<file path="config.mk">
export PLATFORM = sky130hd
export DESIGN_NAME = iec61937_burst_framer
export DESIGN_NICKNAME = d
export VERILOG_FILES = /design/src/design/ibf_pkg.sv /design/src/design/iec61937_burst_framer.sv
export SDC_FILE = /design/constraint.sdc
export NUM_CORES = 1
export LEC_CHECK = 0
export ABC_AREA = 1
export CAP_MARGIN = 10
export CORE_MARGIN = 4
export CORE_UTILIZATION = 30
export DETAILED_ROUTE_END_ITERATION = 8
export DONT_BUFFER_PORTS = 1
export SETUP_SLACK_MARGIN = 0.3
export SLEW_MARGIN = 0
export SYNTH_ARGS = -nofsm -noshare
export SYNTH_HDL_FRONTEND = slang
export SYNTH_SLANG_ARGS = --single-unit
</file>
<file path="constraint.sdc">
create_clock -name clock -period 6.8 [get_ports clock]
set_input_delay 1.36 -clock clock [delete_from_list [all_inputs] [get_ports clock]]
set_output_delay 1.36 -clock clock [all_outputs]
set_load 0.05 [all_outputs]
</file>
<file path="src/design/ibf_pkg.sv">
package ibf_pkg;

   localparam int DEFAULT_MAX_BURST_BYTES = 32768;

   localparam int BYTE_W    = 8;
   localparam int LEN_W     = 15;
   localparam int WORD_W    = 16;
   localparam int STATUS_W  = 2;
   localparam int BURST_W   = 16;
   localparam int CSR_IDX_W = 2;
   localparam int CSR_W     = 16;

   localparam int REQ_DATA_W = 24;
   localparam int RSP_DATA_W = 16;

   localparam int MAX_RESULTS = 7;
   localparam int RES_CNT_W   = $clog2(MAX_RESULTS + 1);
   localparam int HOLD_BYTES  = 6;

   localparam logic [WORD_W-1:0]  PA_WORD     = 16'hF872;
   localparam logic [WORD_W-1:0]  PB_WORD     = 16'h4E1F;
   localparam logic [2:0]         BSMOD_MASK  = 3'h7;
   localparam logic [LEN_W:0]     HEADER_BYTES = 16'd8;
   localparam logic [WORD_W-1:0]  HEADER_WORDS = 16'd4;

   localparam logic [BYTE_W-1:0]  RST_DATA_TYPE   = 8'd1;
   localparam logic [BURST_W-1:0] RST_BURST_BYTES = 16'd6144;
   localparam logic               RST_AC3_MODE    = 1'b1;

   localparam logic OP_BYTE = 1'b0;
   localparam logic OP_PAD  = 1'b1;

   localparam logic [CSR_IDX_W-1:0] CSR_DATA_TYPE   = 2'd0;
   localparam logic [CSR_IDX_W-1:0] CSR_BURST_BYTES = 2'd1;
   localparam logic [CSR_IDX_W-1:0] CSR_AC3_MODE    = 2'd2;

   typedef enum logic [STATUS_W-1:0] {
      ST_WORD = 2'd0,
      ST_DROP = 2'd1,
      ST_BUSY = 2'd2
   } status_type;

   typedef struct packed {
      logic [WORD_W-1:0] word;
      status_type        status;
      logic              last;
   } result_type;

endpackage

</file>
<file path="src/design/iec61937_burst_framer.sv">
// IEC 61937 burst framer.
// req channel: one beat per frame byte or pad tick. req_tuser is the operation
// (0 frame byte, 1 pad tick); req_tdata carries the byte and the frame length,
// which is sampled on the first byte of each frame.
// rsp channel: one beat per burst word or status report. rsp_tuser is the
// status (0 word, 1 frame dropped oversize, 2 byte rejected busy), rsp_tlast
// marks the final word of a burst.
// csr port: write-only, data type code, burst size in bytes, AC3 mode.
// Each req beat is decoded in the cycle it is taken and its results are
// loaded into a seven-entry result buffer; the first result shows on rsp in the
// cycle after the req beat. While rsp_tready is high, a beat that yields at
// most one result leaves req_tready high, so bytes stream at one per cycle.
// The sixth byte of a frame (or the last byte of a short frame) yields the
// four preamble words plus up to three payload words; req then holds until
// only the last of them is pending.
// Beats that yield no result leave req_tready high.
// When rsp_tready is low the front result holds and req_tready stays low
// while any result is pending.
// Reset clears the frame state, empties the buffer and restores the register
// defaults (type 1, 6144 bytes, AC3 mode on).
module iec61937_burst_framer
   import ibf_pkg::*;
#(
   parameter int MAX_BURST_BYTES = DEFAULT_MAX_BURST_BYTES
) (
   input  logic                    clock,
   input  logic                    reset,
   input  logic                    req_tvalid,
   output logic                    req_tready,
   input  logic [REQ_DATA_W-1:0]   req_tdata,   // data_byte[7:0], frame_length[22:8]
   input  logic                    req_tuser,   // operation[0]
   output logic                    rsp_tvalid,
   input  logic                    rsp_tready,
   output logic [RSP_DATA_W-1:0]   rsp_tdata,   // sample_word[15:0]
   output logic [STATUS_W-1:0]     rsp_tuser,   // status[1:0]
   output logic                    rsp_tlast,
   input  logic                    csr_we,
   input  logic [CSR_IDX_W-1:0]    csr_index,
   input  logic [CSR_W-1:0]        csr_wdata
);

   localparam int PAD_W = $clog2(MAX_BURST_BYTES / 2);
   localparam logic [BURST_W:0] MAX_BURST = (BURST_W + 1)'(MAX_BURST_BYTES);

   logic [BYTE_W-1:0]  dtype_ff;
   logic [BURST_W-1:0] burst_ff;
   logic               ac3_ff;

   logic [LEN_W-1:0]   pos_ff, pos_in;
   logic [LEN_W-1:0]   len_ff, len_in;
   logic [PAD_W-1:0]   pad_ff, pad_in;
   logic               drop_ff, drop_in;
   logic [BYTE_W-1:0]  held_ff [HOLD_BYTES];
   logic [BYTE_W-1:0]  held_in [HOLD_BYTES];
   logic [BYTE_W-1:0]  merged  [HOLD_BYTES];

   result_type         buf_ff [MAX_RESULTS];
   result_type         res    [MAX_RESULTS];
   logic [RES_CNT_W-1:0] cnt_ff, res_cnt;

   logic [BYTE_W-1:0]  req_byte;
   logic [LEN_W-1:0]   req_length;
   logic               accept, pop;
   logic               first, oversize, last_byte, pos_lt6;
   logic [2:0]         pos_lo, bsmod;
   logic [LEN_W-1:0]   cur_len;
   logic [LEN_W:0]     pos_next;
   logic [WORD_W-1:0]  total, used, pad_full;
   logic [PAD_W-1:0]   pad_new;

   assign req_byte   = req_tdata[BYTE_W-1:0];
   assign req_length = req_tdata[BYTE_W+LEN_W-1:BYTE_W];

   assign rsp_tvalid = (cnt_ff != '0);
   assign pop        = rsp_tvalid && rsp_tready;
   assign req_tready = (cnt_ff == '0) || (cnt_ff == RES_CNT_W'(1) && rsp_tready);
   assign accept     = req_tvalid && req_tready;

   assign rsp_tdata = buf_ff[0].word;
   assign rsp_tuser = buf_ff[0].status;
   assign rsp_tlast = buf_ff[0].last;

   assign first     = (pos_ff == '0);
   assign cur_len   = first ? req_length : len_ff;
   assign oversize  = (req_length == '0)
                   || (({1'b0, req_length} + HEADER_BYTES) > {1'b0, burst_ff})
                   || ({1'b0, burst_ff} > MAX_BURST);
   assign pos_next  = {1'b0, pos_ff} + (LEN_W + 1)'(1);
   assign last_byte = (pos_next == {1'b0, cur_len});
   assign pos_lt6   = (pos_ff < LEN_W'(HOLD_BYTES));
   assign pos_lo    = pos_ff[2:0];
   assign bsmod     = (ac3_ff && cur_len >= LEN_W'(HOLD_BYTES)) ? (req_byte[2:0] & BSMOD_MASK)
                                                                 : 3'd0;

   assign total    = {1'b0, burst_ff[BURST_W-1:1]};
   assign used     = HEADER_WORDS + WORD_W'(({1'b0, cur_len} + (LEN_W + 1)'(1)) >> 1);
   assign pad_full = (total > used) ? (total - used) : '0;
   assign pad_new  = pad_full[PAD_W-1:0];

   always_comb begin
      for (int i = 0; i < HOLD_BYTES; i++) begin
         merged[i] = (pos_lt6 && pos_lo == 3'(i)) ? req_byte : held_ff[i];
      end
   end

   always_comb begin
      for (int i = 0; i < MAX_RESULTS; i++) begin
         res[i] = '{word: '0, status: ST_WORD, last: 1'b0};
      end
      res_cnt = '0;
      pos_in  = pos_ff;
      len_in  = len_ff;
      pad_in  = pad_ff;
      drop_in = drop_ff;
      for (int i = 0; i < HOLD_BYTES; i++) begin
         held_in[i] = held_ff[i];
      end

      if (req_tuser == OP_PAD) begin
         if (pad_ff != '0) begin
            res[0].last = (pad_ff == PAD_W'(1));
            res_cnt     = RES_CNT_W'(1);
            pad_in      = pad_ff - PAD_W'(1);
         end
      end else if (pad_ff != '0) begin
         res[0].status = ST_BUSY;
         res_cnt       = RES_CNT_W'(1);
      end else if (first && oversize) begin
         res[0].status = ST_DROP;
         res_cnt       = RES_CNT_W'(1);
         len_in        = req_length;
         drop_in       = (req_length > LEN_W'(1));
         pos_in        = (req_length > LEN_W'(1)) ? LEN_W'(1) : '0;
      end else if (!first && drop_ff) begin
         if (pos_next >= {1'b0, len_ff}) begin
            pos_in  = '0;
            drop_in = 1'b0;
         end else begin
            pos_in = pos_next[LEN_W-1:0];
         end
      end else begin
         len_in  = cur_len;
         drop_in = 1'b0;
         if (pos_lt6) begin
            for (int i = 0; i < HOLD_BYTES; i++) begin
               held_in[i] = merged[i];
            end
            if (pos_lo == 3'd5 || last_byte) begin
               res[0].word = PA_WORD;
               res[1].word = PB_WORD;
               res[2].word = {5'd0, bsmod, dtype_ff};
               res[3].word = {cur_len[12:0], 3'd0};
               for (int j = 0; j < 3; j++) begin
                  if (3'(2 * j + 1) <= pos_lo) begin
                     res[4 + j].word = {merged[2 * j], merged[2 * j + 1]};
                  end else begin
                     res[4 + j].word = {8'd0, merged[2 * j]};
                  end
               end
               res_cnt = RES_CNT_W'(5) + RES_CNT_W'(pos_lo >> 1);
            end
         end else if (!pos_ff[0]) begin
            held_in[0] = req_byte;
            if (last_byte) begin
               res[0].word = {8'd0, req_byte};
               res_cnt     = RES_CNT_W'(1);
            end
         end else begin
            res[0].word = {held_ff[0], req_byte};
            res_cnt     = RES_CNT_W'(1);
         end

         if (last_byte) begin
            pad_in = pad_new;
            pos_in = '0;
            if (pad_new == '0 && res_cnt != '0) begin
               for (int i = 0; i < MAX_RESULTS; i++) begin
                  if (RES_CNT_W'(i + 1) == res_cnt) begin
                     res[i].last = 1'b1;
                  end
               end
            end
         end else begin
            pos_in = pos_next[LEN_W-1:0];
         end
      end
   end

   always_ff @(posedge clock) begin
      if (reset) begin
         dtype_ff <= RST_DATA_TYPE;
         burst_ff <= RST_BURST_BYTES;
         ac3_ff   <= RST_AC3_MODE;
      end else if (csr_we) begin
         case (csr_index)
            CSR_DATA_TYPE:   dtype_ff <= csr_wdata[BYTE_W-1:0];
            CSR_BURST_BYTES: burst_ff <= csr_wdata[BURST_W-1:0];
            CSR_AC3_MODE:    ac3_ff   <= csr_wdata[0];
            default:         ;
         endcase
      end
   end

   always_ff @(posedge clock) begin
      if (reset) begin
         pos_ff  <= '0;
         len_ff  <= '0;
         pad_ff  <= '0;
         drop_ff <= 1'b0;
         cnt_ff  <= '0;
      end else begin
         if (accept) begin
            pos_ff  <= pos_in;
            len_ff  <= len_in;
            pad_ff  <= pad_in;
            drop_ff <= drop_in;
            cnt_ff  <= res_cnt;
         end else if (pop) begin
            cnt_ff <= cnt_ff - RES_CNT_W'(1);
         end
      end
   end

   always_ff @(posedge clock) begin
      if (accept) begin
         for (int i = 0; i < HOLD_BYTES; i++) begin
            held_ff[i] <= held_in[i];
         end
         for (int i = 0; i < MAX_RESULTS; i++) begin
            buf_ff[i] <= res[i];
         end
      end else if (pop) begin
         for (int i = 0; i < MAX_RESULTS - 1; i++) begin
            buf_ff[i] <= buf_ff[i + 1];
         end
      end
   end

endmodule

</file>
==> flow_summary.json, run 1 <==
{
  "status": "finished clean",
  "drc": 0,
  "finalWeightedCongestion": 0.915,
  "rrSetupSlack_ns": 1.01,
  "power_density_mw_per_mm2": 397,
  "crit_fanout": 15,
  "hold_buffers": 0,
  "cts_made_buffers": 28,
  "maxCapViolations": 0,
  "cp_slowest_cell": "ha_1",
  "critPathMaxStageDelay_ns": 0.39,
  "finalHoldViolations": 0,
  "hpwlAfterDp_mm": 32.4,
  "hold_end": "pad_ff[6]",
  "worstSetupEndpointType": "flop",
  "min_path_type": "flop to flop",
  "synthCells": 1918,
  "yosys_most_used_dff": "edfxtp_1",
  "r2r_start": "pos_ff[1]",
  "r2r-end": "buf_ff[0][0]",
  "clockBufferDepth": 3,
  "track_usage_pct": 15.8,
  "worstMarginPinSlew_ns": 1.18,
  "num-nets-final": 2014,
  "die_area_mm2": 0.0528,
  "yosysUniqueCellTypes": 48,
  "grt_pass1_wl_mm": 67.4,
  "ys_ff_latch": 242,
  "avgSynthCellArea_um2": 7.70,
  "area_growth_pct": 10.7,
  "cts_max_level": 1,
  "n_antenna_cell": 0,
  "final-setup-viol-count": 0,
  "drive_gt1_share_pct": 5.72,
  "grt_max_degree": 96,
  "seq_area_frac_synth_pct": 44.3,
  "min_period_ns": 5.79,
  "routedWlPerCell_um": 16.7,
  "fmax_ghz": 0.173,
  "crit_top_cell": "nor2_1",
  "worstSetupStartpointType": "flop",
  "drtIter0Drc": 1060,
  "ant_nets": 0,
  "port-buffer-count": 0,
  "synth-edff-count": 169,
  "slew_headroom_pct": 21.4,
  "vias": 12800,
  "std_cell_rows": 81,
  "clock_latency_ns": 0.57,
  "drt-vias-per-instance": 4.94,
  "clkTransAtPathRegs_ns": 0.06,
  "dr.pass1.iters": 5,
  "fin_tns_setup_ns": 0,
  "clock-root-buffer": "clkbuf_16",
  "yosys_warnings": 0,
  "grt_pass1_vias": 12100,
  "min_period_over_period_pct": 85.1,
  "grt_overflow": 0,
  "slew_violations": 0,
  "rsz0062_at_grt": "no",
  "die_x_um": 230,
  "final_area_mm2": 0.0163,
  "grt_antenna_before_repair": 0,
  "ir_worst_vdd_uv": 200,
  "cts_sinks": 242,
  "worstHoldStart": "pad_ff[6]",
  "synth_fp_nets": 2030,
  "cts_tree": "yes",
  "worst-setup-path-type": "flop to flop",
  "initial_utilization_pct": 30.3,
  "required_ns": 7.22,
  "synth_area_mm2": 0.0148,
  "min_path_cells": 2,
  "worstPathArrival_ns": 6.21,
  "wl_mm": 43.2,
  "ff2ff_path_depth": 35,
  "placed_area_mm2": 0.0154,
  "dieHeight_um": 230,
  "coreArea_mm2": 0.0487,
  "synthArstFlopShare_pct": 0,
  "p_leak_nw": 6.98,
  "design.portCount": 69,
  "clock_skew_ns": 0.0195
}
## cells by family (layout without fill, tap and decap cells)
| family | after synthesis | count (layout) | synth area share (%) |
|---|---|---|---|
| compound gates | 291 | 291 | 11.3 |
| xor+xnor | 40 | 40 | 2.37 |
| fa+ha+maj | 64 | 64 | 5.48 |
| buf+inv | 284 | 288 | 7.65 |
| flops | 242 | 242 | 44.3 |
| mux | 4 | 4 | 0.271 |
| simple gates | 993 | 994 | 28.7 |
## critical path: cells and delay by family, from the launching register on
kind	cells	cell delay, ns
AO/OA/AOI/OAI	1	0.08
AND/OR/NAND/NOR	26	3.55
adder cells (fa/ha/maj)	4	1.07
flip-flops	1	0.38
buffers and inverters	3	0.43
XOR/XNOR	1	0.11
## sequential cells by signal, summed over array words and instances, names as in the netlist, named ones only
signal,cells
ac3_ff,1
held_ff,48
buf_ff,121
cnt_ff,3
dtype_ff,8
pos_ff,15
drop_ff,1
pad_ff,14
burst_ff,16
## stage by stage
stage / util (%) / total power, W / hold WS (ns) / worst slack, ns / instances
after global placement: 31.6 / 0.00494 / 0.468 / 0.804 / 2528
after floorplan: - / 0.00434 / 0.443 / 0.655 / 1918
after global routing: 33.5 / 0.00692 / 0.508 / 0.322 / 2587
after detailed placement: 31.6 / 0.00499 / 0.474 / 0.684 / 2528
final: 33.5 / 0.00648 / 0.488 / 1.01 / 2587
after CTS: 33.4 / 0.00648 / 0.483 / 0.636 / 2579
## per-layer routing
layer / wire length [µm] / part of all wire, % / up-vias / GRT usage [%]
li1: - / - / 6369 / -
met1: 19400 / 45 / 5998 / 21.1
met2: 20600 / 48 / 336 / 27.3
met3: 1990 / 4.6 / 73 / 1.40
met4: 1220 / 2.8 / 0 / 4.59
met5: 0 / 0 / - / 0
## cell type report
type | instances | area, µm²
fillers | 5074 | 32400
multi-input cells | 1393 | 7130
flip-flops and latches | 242 | 6540
inverters | 221 | 836
well taps | 664 | 831
clock buffers | 32 | 716
clock inverters | 19 | 173
repair buffers | 16 | 120
## worst max path at each step
stage               slack [ns]          start            end  cells after the start
global route              0.32      pos_ff[1]   buf_ff[0][0]                     37
detailed placement        0.68      pos_ff[0]   buf_ff[0][0]                     35
floorplan                 0.66  req_tdata[11]  held_ff[1][0]                     23
CTS                       0.64      pos_ff[0]   buf_ff[0][0]                     35
global placement          0.80      pos_ff[0]   buf_ff[0][0]                     35
finish                    1.01      pos_ff[1]   buf_ff[0][0]                     35
## layout by cell type (no fill, tap or decap), types with 28 or more instances in the layout
master     instances
nand2_1          522
nand3_1          154
nor3_1            34
a21oi_1           76
nand4_1           34
dfxtp_1           72
ha_1              63
clkbuf_16         28
xor2_1            32
inv_1            212
edfxtp_1         169
o21ai_0          147
nor2_1           200
## Yosys cell counts (3+ instances only)
library cell / number / area, µm²
edfxtp_1: 169 / 5070
inv_1: 214 / 803
nor2_2: 6 / 37.5
a21oi_1: 76 / 380
o31ai_1: 14 / 105
nand4_1: 34 / 213
clkbuf_1: 43 / 161
xnor2_1: 8 / 70.1
buf_6: 4 / 45.0
nor2_1: 203 / 762
nand3b_1: 4 / 30.0
buf_2: 10 / 50.1
inv_2: 4 / 15.0
o211ai_1: 11 / 82.6
o21ai_0: 147 / 736
nand3_1: 154 / 771
dfxtp_1: 73 / 1460
buf_4: 5 / 37.5
nand2_1: 523 / 1960
nor3b_1: 3 / 22.5
mux2i_1: 4 / 40.0
o21bai_1: 6 / 45.0
nand2_2: 10 / 62.6
nor3_1: 34 / 170
clkinv_1: 3 / 11.3
a211oi_2: 8 / 100
ha_1: 63 / 788
a211oi_1: 15 / 113
xor2_1: 32 / 280
or2_2: 6 / 37.5
o21ai_1: 5 / 25.0
nor2_4: 4 / 45.0
## power breakdown
part	internal, W	switching [W]	total (W)	leakage [nW]
registers	0.00222	0.000378	0.00260	2.25
logic	0.000677	0.00173	0.00240	4.29
clock network	0.000835	0.000646	0.00148	0.435
total	0.00373	0.00275	0.00648	6.98
## what timing repair did
action,in CTS,in global routing
buffers inserted,0,7
resized for setup,0,3
endpoints found under the hold margin,0,0
endpoints found under the setup margin,0,5
Note: power is estimated with default switching activity, not from simulation.
==> run 2: changes to the inputs <==
==> constraint.sdc (replaced) <==
create_clock -name clock -period 7.5 [get_ports clock]
set_input_delay 1.5 -clock clock [delete_from_list [all_inputs] [get_ports clock]]
set_output_delay 1.5 -clock clock [all_outputs]
set_load 0.05 [all_outputs]
==> run 2 against run 1 <==
Worst hold slack barely moved. Non-clock buffer count fell by 10. Sequential cell count did not move. Count of clock-buffer cells in the layout rose by 5. Sequential share of layout area rose by 0.10 points. Die area did not move. Routed wire length fell by 2.1%. Register-to-register slack improved by 0.29 ns. Maximum frequency fell by 6.5%. Global-route usage fell by 0.14 points. Via count fell by 1.2%. Largest power group unchanged. Highest routed layer unchanged.
==> flow_summary.json, run 2 (synthesis results as in run 1) <==
{
  "drc": 0,
  "use_met1_pct": 21.2,
  "n_antenna_cell": 0,
  "cts_tree": "yes",
  "required_ns": 7.92,
  "clockBufferDepth": 3,
  "final-setup-viol-count": 0,
  "hpwlAfterDp_mm": 31.8,
  "dieHeight_um": 230,
  "worstMarginPinSlew_ns": 1.14,
  "min_period_ns": 6.19,
  "power_density_mw_per_mm2": 363,
  "clock_latency_ns": 0.56,
  "crit_top_cell": "nand2_1",
  "num-nets-final": 2002,
  "die_area_mm2": 0.0528,
  "final_common_cell": "nand2_1",
  "top_regs": "buf_ff x121, held_ff x48, burst_ff x16",
  "worst-setup-path-type": "flop to flop",
  "coreArea_mm2": 0.0487,
  "dr.pass1.iters": 5,
  "final_cell_mix": "nand2_1, inv_1, nor2_1",
  "cts_sinks": 242,
  "hold_buffers": 0,
  "grt_pass1_vias": 12000,
  "grt_busiest_layer": "met2",
  "wl_mm": 42.3,
  "worstSetupStartpointType": "flop",
  "status": "finished clean",
  "grt_pass1_wl_mm": 67.1,
  "final_cells": 2575,
  "total_power_w": 0.00591,
  "cts_made_buffers": 27,
  "slew_violations": 0,
  "gr-usage-met3_pct": 1.68,
  "clock-root-buffer": "clkbuf_16",
  "vias": 12600,
  "port-buffer-count": 0,
  "slew_headroom_pct": 23.9,
  "finalWeightedCongestion": 0.878,
  "crit_fanout": 28,
  "drive_gt1_share_pct": 4.97,
  "ir_worst_vdd_uv": 172,
  "clkTransAtPathRegs_ns": 0.06,
  "fin_tns_setup_ns": 0,
  "largest-register": "buf_ff",
  "fmax_ghz": 0.161,
  "std_cell_rows": 81,
  "initial_utilization_pct": 30.3,
  "drtIter0Drc": 1235,
  "grt_antenna_before_repair": 0,
  "ctsResizeCount": 0,
  "cts_max_level": 1,
  "routedWlPerCell_um": 16.4,
  "area_growth_pct": 10.4,
  "p_leak_nw": 6.95,
  "die_x_um": 230,
  "min_path_type": "flop to flop",
  "grt_overflow": 0,
  "met2_usage_pct": 26.0,
  "clock_skew_ns": 0.0192,
  "largest_register_ffs": 121,
  "design.portCount": 69,
  "critPathMaxStageDelay_ns": 0.43,
  "finalHoldViolations": 0,
  "worstSetupEndpointType": "flop",
  "post_cts_buffers": 0,
  "maxCapViolations": 0,
  "drt-vias-per-instance": 4.90,
  "min_period_over_period_pct": 82.6,
  "rsz0062_at_grt": "no",
  "cp_slowest_cell": "dfxtp_1",
  "ant_nets": 0,
  "dp_cells": 2525,
  "grt_max_degree": 88,
  "track_usage_pct": 15.6,
  "worstPathArrival_ns": 6.61
}
-- run 2: cell types whose count changed in the layout (fill, tap and decap cells not counted), sizes merged --
cell	before	now
buf	16	6
bufinv	2	5
clkbuf	32	37
clkinv	18	8
clkinvlp	2	1
inv	218	220
nor2	216	215
-- run 2: path summary, 6_finish.rpt --
| kind | start | to | slack (ns) | depth (start not counted) |
|---|---|---|---|---|
| worst max-delay path | pos_ff[0] | buf_ff[0][0] | 1.31 | 34 |
| worst min-delay path | pad_ff[6] | pad_ff[6] | 0.49 | 2 |
| worst max register to register | pos_ff[0] | buf_ff[0][0] | 1.31 | 34 |
| worst min register to register | pad_ff[6] | pad_ff[6] | 0.49 | 2 |
-- run 2: report_power, final --
part | switching [W] | internal [W]
Sequential | 0.000340 | 0.00201
Combinational | 0.00155 | 0.000590
Clock | 0.000567 | 0.000853
-- run 2: worst max-delay path: cells and delay by family (launching register included) --
family          cells  cell delay [ns]
flops               1             0.43
simple gates       26             4.05
fa+ha+maj           2             0.65
xor+xnor            1             0.15
compound gates      1             0.09
buf+inv             4             0.65
-- run 2: per-layer routing --
layer | routed length, µm | up-vias
met5 | 0 | -
met4 | 1500 | 0
met3 | 2310 | 77
met2 | 19700 | 358
met1 | 18800 | 5833
li1 | - | 6351
-- run 2: area by class of cell --
type	count	area (µm²)
clock buffer	37	723
clock inverter	13	214
fill	5124	32500
inverter	221	832
multi-input combinational	1392	7110
sequential	242	6540
tap	664	831
timing repair buffer	6	45.0
-- run 2: metrics by stage --
stage | utilization, % | area (µm²) | setup WS, ns | hold slack, ns
floorplan | - | 14800 | 1.22 | 0.443
global placement | 31.5 | 15400 | 1.30 | 0.472
detailed placement | 31.5 | 15400 | 1.26 | 0.473
CTS | 33.4 | 16300 | 1.37 | 0.483
global route | 33.4 | 16300 | 0.537 | 0.524
finish | 33.4 | 16300 | 1.31 | 0.487
==> run 3: changes to the inputs <==
--- a/config.mk
+++ b/config.mk
@@ -5,7 +5,7 @@
 export SDC_FILE = /design/constraint.sdc
 export NUM_CORES = 1
 export LEC_CHECK = 0
-export ABC_AREA = 1
+export ABC_AREA = 0
 export CAP_MARGIN = 10
 export CORE_MARGIN = 4
 export CORE_UTILIZATION = 30
==> constraint.sdc (replaced) <==
create_clock -name clock -period 5.8 [get_ports clock]
set_input_delay 1.16 -clock clock [delete_from_list [all_inputs] [get_ports clock]]
set_output_delay 1.16 -clock clock [all_outputs]
set_load 0.05 [all_outputs]
==> run 3 against run 2 <==
Via count decreased by 12%. Die area decreased by 5.2%. Clock skew decreased by 0.0018 ns. Register-to-register slack got worse by 0.98 ns. Routed wire length decreased by 6.2%. First-iteration DRC count decreased by 26%. Sequential power increased by 30%. Utilization increased by 2.7 points. Total power increased by 28%. Critical path type unchanged. Critical endpoint unchanged. Largest cell class unchanged. Highest routed layer unchanged.
==> flow_summary.json, run 3 <==
{
  "die_x_um": 224,
  "wl_mm": 39.7,
  "synth_top_family_by_area": "simple AND/OR/NAND/NOR gates",
  "synth_mux_area_share_pct": 6.37,
  "cts_sinks": 242,
  "clock_latency_ns": 0.55,
  "clock-root-buffer": "clkbuf_16",
  "min_path_type": "flop to flop",
  "cts_tree": "yes",
  "clock_skew_ns": 0.0174,
  "largest_register_ffs": 121,
  "vias": 11000,
  "drt-vias-per-instance": 5.24,
  "final_area_mm2": 0.0165,
  "drc": 0,
  "r2r_start": "pos_ff[7]",
  "grt_pass1_wl_mm": 61.5,
  "fmax_ghz": 0.183,
  "avgSynthCellArea_um2": 9.77,
  "synth-edff-count": 169,
  "largest-register": "buf_ff",
  "placed_area_mm2": 0.0151,
  "hold_buffers": 0,
  "num-nets-final": 1600,
  "switchingPower_w": 0.00296,
  "die_area_mm2": 0.0501,
  "clockBufferDepth": 3,
  "ys_top_cells_by_area": "edfxtp_1, dfxtp_1, ha_1",
  "required_ns": 6.21,
  "track_usage_pct": 15.1,
  "drt-met1-wl_mm": 17.7,
  "slew_violations": 0,
  "synthSimpleGateAreaFrac_pct": 18.1,
  "final_cell_mix": "nand2_1, edfxtp_1, buf_4",
  "synth_compound_area_share_pct": 14.4,
  "min_path_cells": 2,
  "total_power_w": 0.00754,
  "ys_ff_latch": 242,
  "yosys-top-cells-count": "nand2_1, edfxtp_1, nor2_1",
  "drtIter0Drc": 919,
  "cp_slowest_cell": "or4_4",
  "port-buffer-count": 0,
  "grt_pass1_vias": 10800,
  "min_period_over_period_pct": 94.3,
  "critPathMaxStageDelay_ns": 0.54,
  "ant_nets": 0,
  "worstSetupStartpointType": "flop",
  "synth_fa_ha_area_share_pct": 5.79,
  "dr.pass1.iters": 5,
  "n_antenna_cell": 0,
  "setup_ws_ns": 0.328,
  "grt_max_degree": 99,
  "p_clk_share_pct": 22.0,
  "power_density_mw_per_mm2": 457,
  "initial_utilization_pct": 30.6,
  "yosysUniqueCellTypes": 81,
  "top_layer": "met4",
  "design.portCount": 69,
  "seqPwrFrac_pct": 40.5,
  "cts_max_level": 1,
  "cts_made_buffers": 26,
  "drive_gt1_share_pct": 17.3,
  "synthCells": 1429,
  "intPower_w": 0.00458,
  "coreArea_mm2": 0.0457,
  "slew_headroom_pct": 25.7,
  "yosys.area.top_type_share_pct": 36.3,
  "grt_overflow": 0,
  "ff2ff_path_depth": 26,
  "routedWlPerCell_um": 18.8,
  "seq_area_frac_synth_pct": 46.8,
  "finalHoldViolations": 0,
  "grt_antenna_before_repair": 0,
  "worst-setup-path-type": "flop to flop",
  "pre_cts_ws_ns": -0.0477,
  "met3WireLength_mm": 2.06,
  "top_regs": "buf_ff x121, held_ff x48, burst_ff x16",
  "yosys.area.top_type": "edfxtp_1",
  "clkTransAtPathRegs_ns": 0.06,
  "synth-xor-area-share_pct": 4.26,
  "worstSetupEndpointType": "flop",
  "min_period_ns": 5.47,
  "r2r-end": "buf_ff[0][0]",
  "ir_worst_vdd_uv": 335,
  "synthArstFlopShare_pct": 0,
  "yosys_warnings": 0,
  "p_leak_nw": 6.15,
  "final_common_cell": "nand2_1",
  "dieHeight_um": 224,
  "rrSetupSlack_ns": 0.33,
  "worstMarginPinSlew_ns": 1.11,
  "hpwlAfterDp_mm": 28.0,
  "status": "finished clean",
  "yosys_most_used_dff": "edfxtp_1",
  "area_growth_pct": 18.3,
  "worstPathArrival_ns": 5.88,
  "crit_fanout": 5,
  "synth_fp_nets": 1541,
  "finalWeightedCongestion": 0.884,
  "yosysMostFrequentCell": "nand2_1",
  "p_sw_share_pct": 39.3,
  "final-setup-viol-count": 0,
  "finalCoreUtilization_pct": 36.2,
  "synth_area_mm2": 0.0140,
  "std_cell_rows": 78,
  "rsz0062_at_grt": "yes",
  "maxCapViolations": 0,
  "dr_wl_met2_mm": 18.7,
  "combinationalPowerShare_pct": 37.5
}
run 3: changes by cell type in the layout (fill, tap and decap cells not counted), moves of 34 or more:
cell     change
buf_4       +81
inv_1      -130
mux2_2      +34
mux2i_1     +38
nand2_1    -320
nand3_1    -120
nor2_1     -118
o21ai_0     -68
xnor2_1     +40
run 3: power groups by stage:
stage / Combinational, W / Clock [W] / Sequential (W)
CTS: 0.00271 / 0.00170 / 0.00306
finish: 0.00283 / 0.00166 / 0.00306
global placement: 0.00255 / 0 / 0.00308
floorplan: 0.00190 / 0 / 0.00303
detailed placement: 0.00260 / 0 / 0.00309
global route: 0.00312 / 0.00176 / 0.00311
run 3: worst max path at each step:
stage,startpoint,depth (start not counted),slack (ns),to
after floorplan,pos_ff[0],29,0.32,buf_ff[5][0]
after global placement,pos_ff[0],24,-0.02,buf_ff[5][0]
after detailed placement,pos_ff[7],22,-0.05,buf_ff[5][0]
after CTS,pos_ff[6],25,0.24,buf_ff[0][0]
after global routing,pos_ff[6],28,0.12,pad_ff[11]
final,pos_ff[7],26,0.33,buf_ff[0][0]
run 3: cell families after synthesis:
| kind of cell | count (synthesis) |
|---|---|
| simple gates | 517 |
| compound gates | 304 |
| flops | 242 |
| buf+inv | 151 |
| mux | 83 |
| xor+xnor | 68 |
| fa+ha+maj | 64 |
run 3: critical path: cells and delay by family, from the launching register on:
family | cells | cell delay (ns)
AOI/OAI and AO/OA | 7 | 0.58
xor gates and xnor gates | 1 | 0.14
adders and majority gates | 3 | 0.72
buffers and inverters | 3 | 0.36
DFF | 1 | 0.37
muxes | 1 | 0.29
and+or+nand+nor | 11 | 2.85
run 3: final cells by class:
cell class / instances / area (µm²)
flip-flops and latches: 242 / 6540
clock buffers: 34 / 691
fillers: 4500 / 29200
repair buffers: 94 / 741
inverters: 87 / 332
well taps: 600 / 751
multi-input cells: 1037 / 7310
clock inverters: 14 / 150
run 3: per-layer routing:
layer / vias to the layer above / track usage [%]
li1: 5330 / -
met1: 5346 / 20.7
met2: 297 / 25.0
met3: 73 / 1.85
met4: 0 / 4.97
met5: - / 0
run 3: repair_timing:
item	4_1_cts	5_1_grt
setup endpoints to repair	8	19
setup buffers	17	8
gates cloned	1	0
resized for setup	39	41
pin swaps	23	26
run 3: stage by stage:
stage	setup TNS (ns)	hold WS, ns	std cells
after floorplan	0	0.445	1429
after global placement	-0.0450	0.454	2034
after detailed placement	-0.0895	0.459	2034
after CTS	0	0.468	2100
after global routing	0	0.483	2108
final	0	0.471	2108
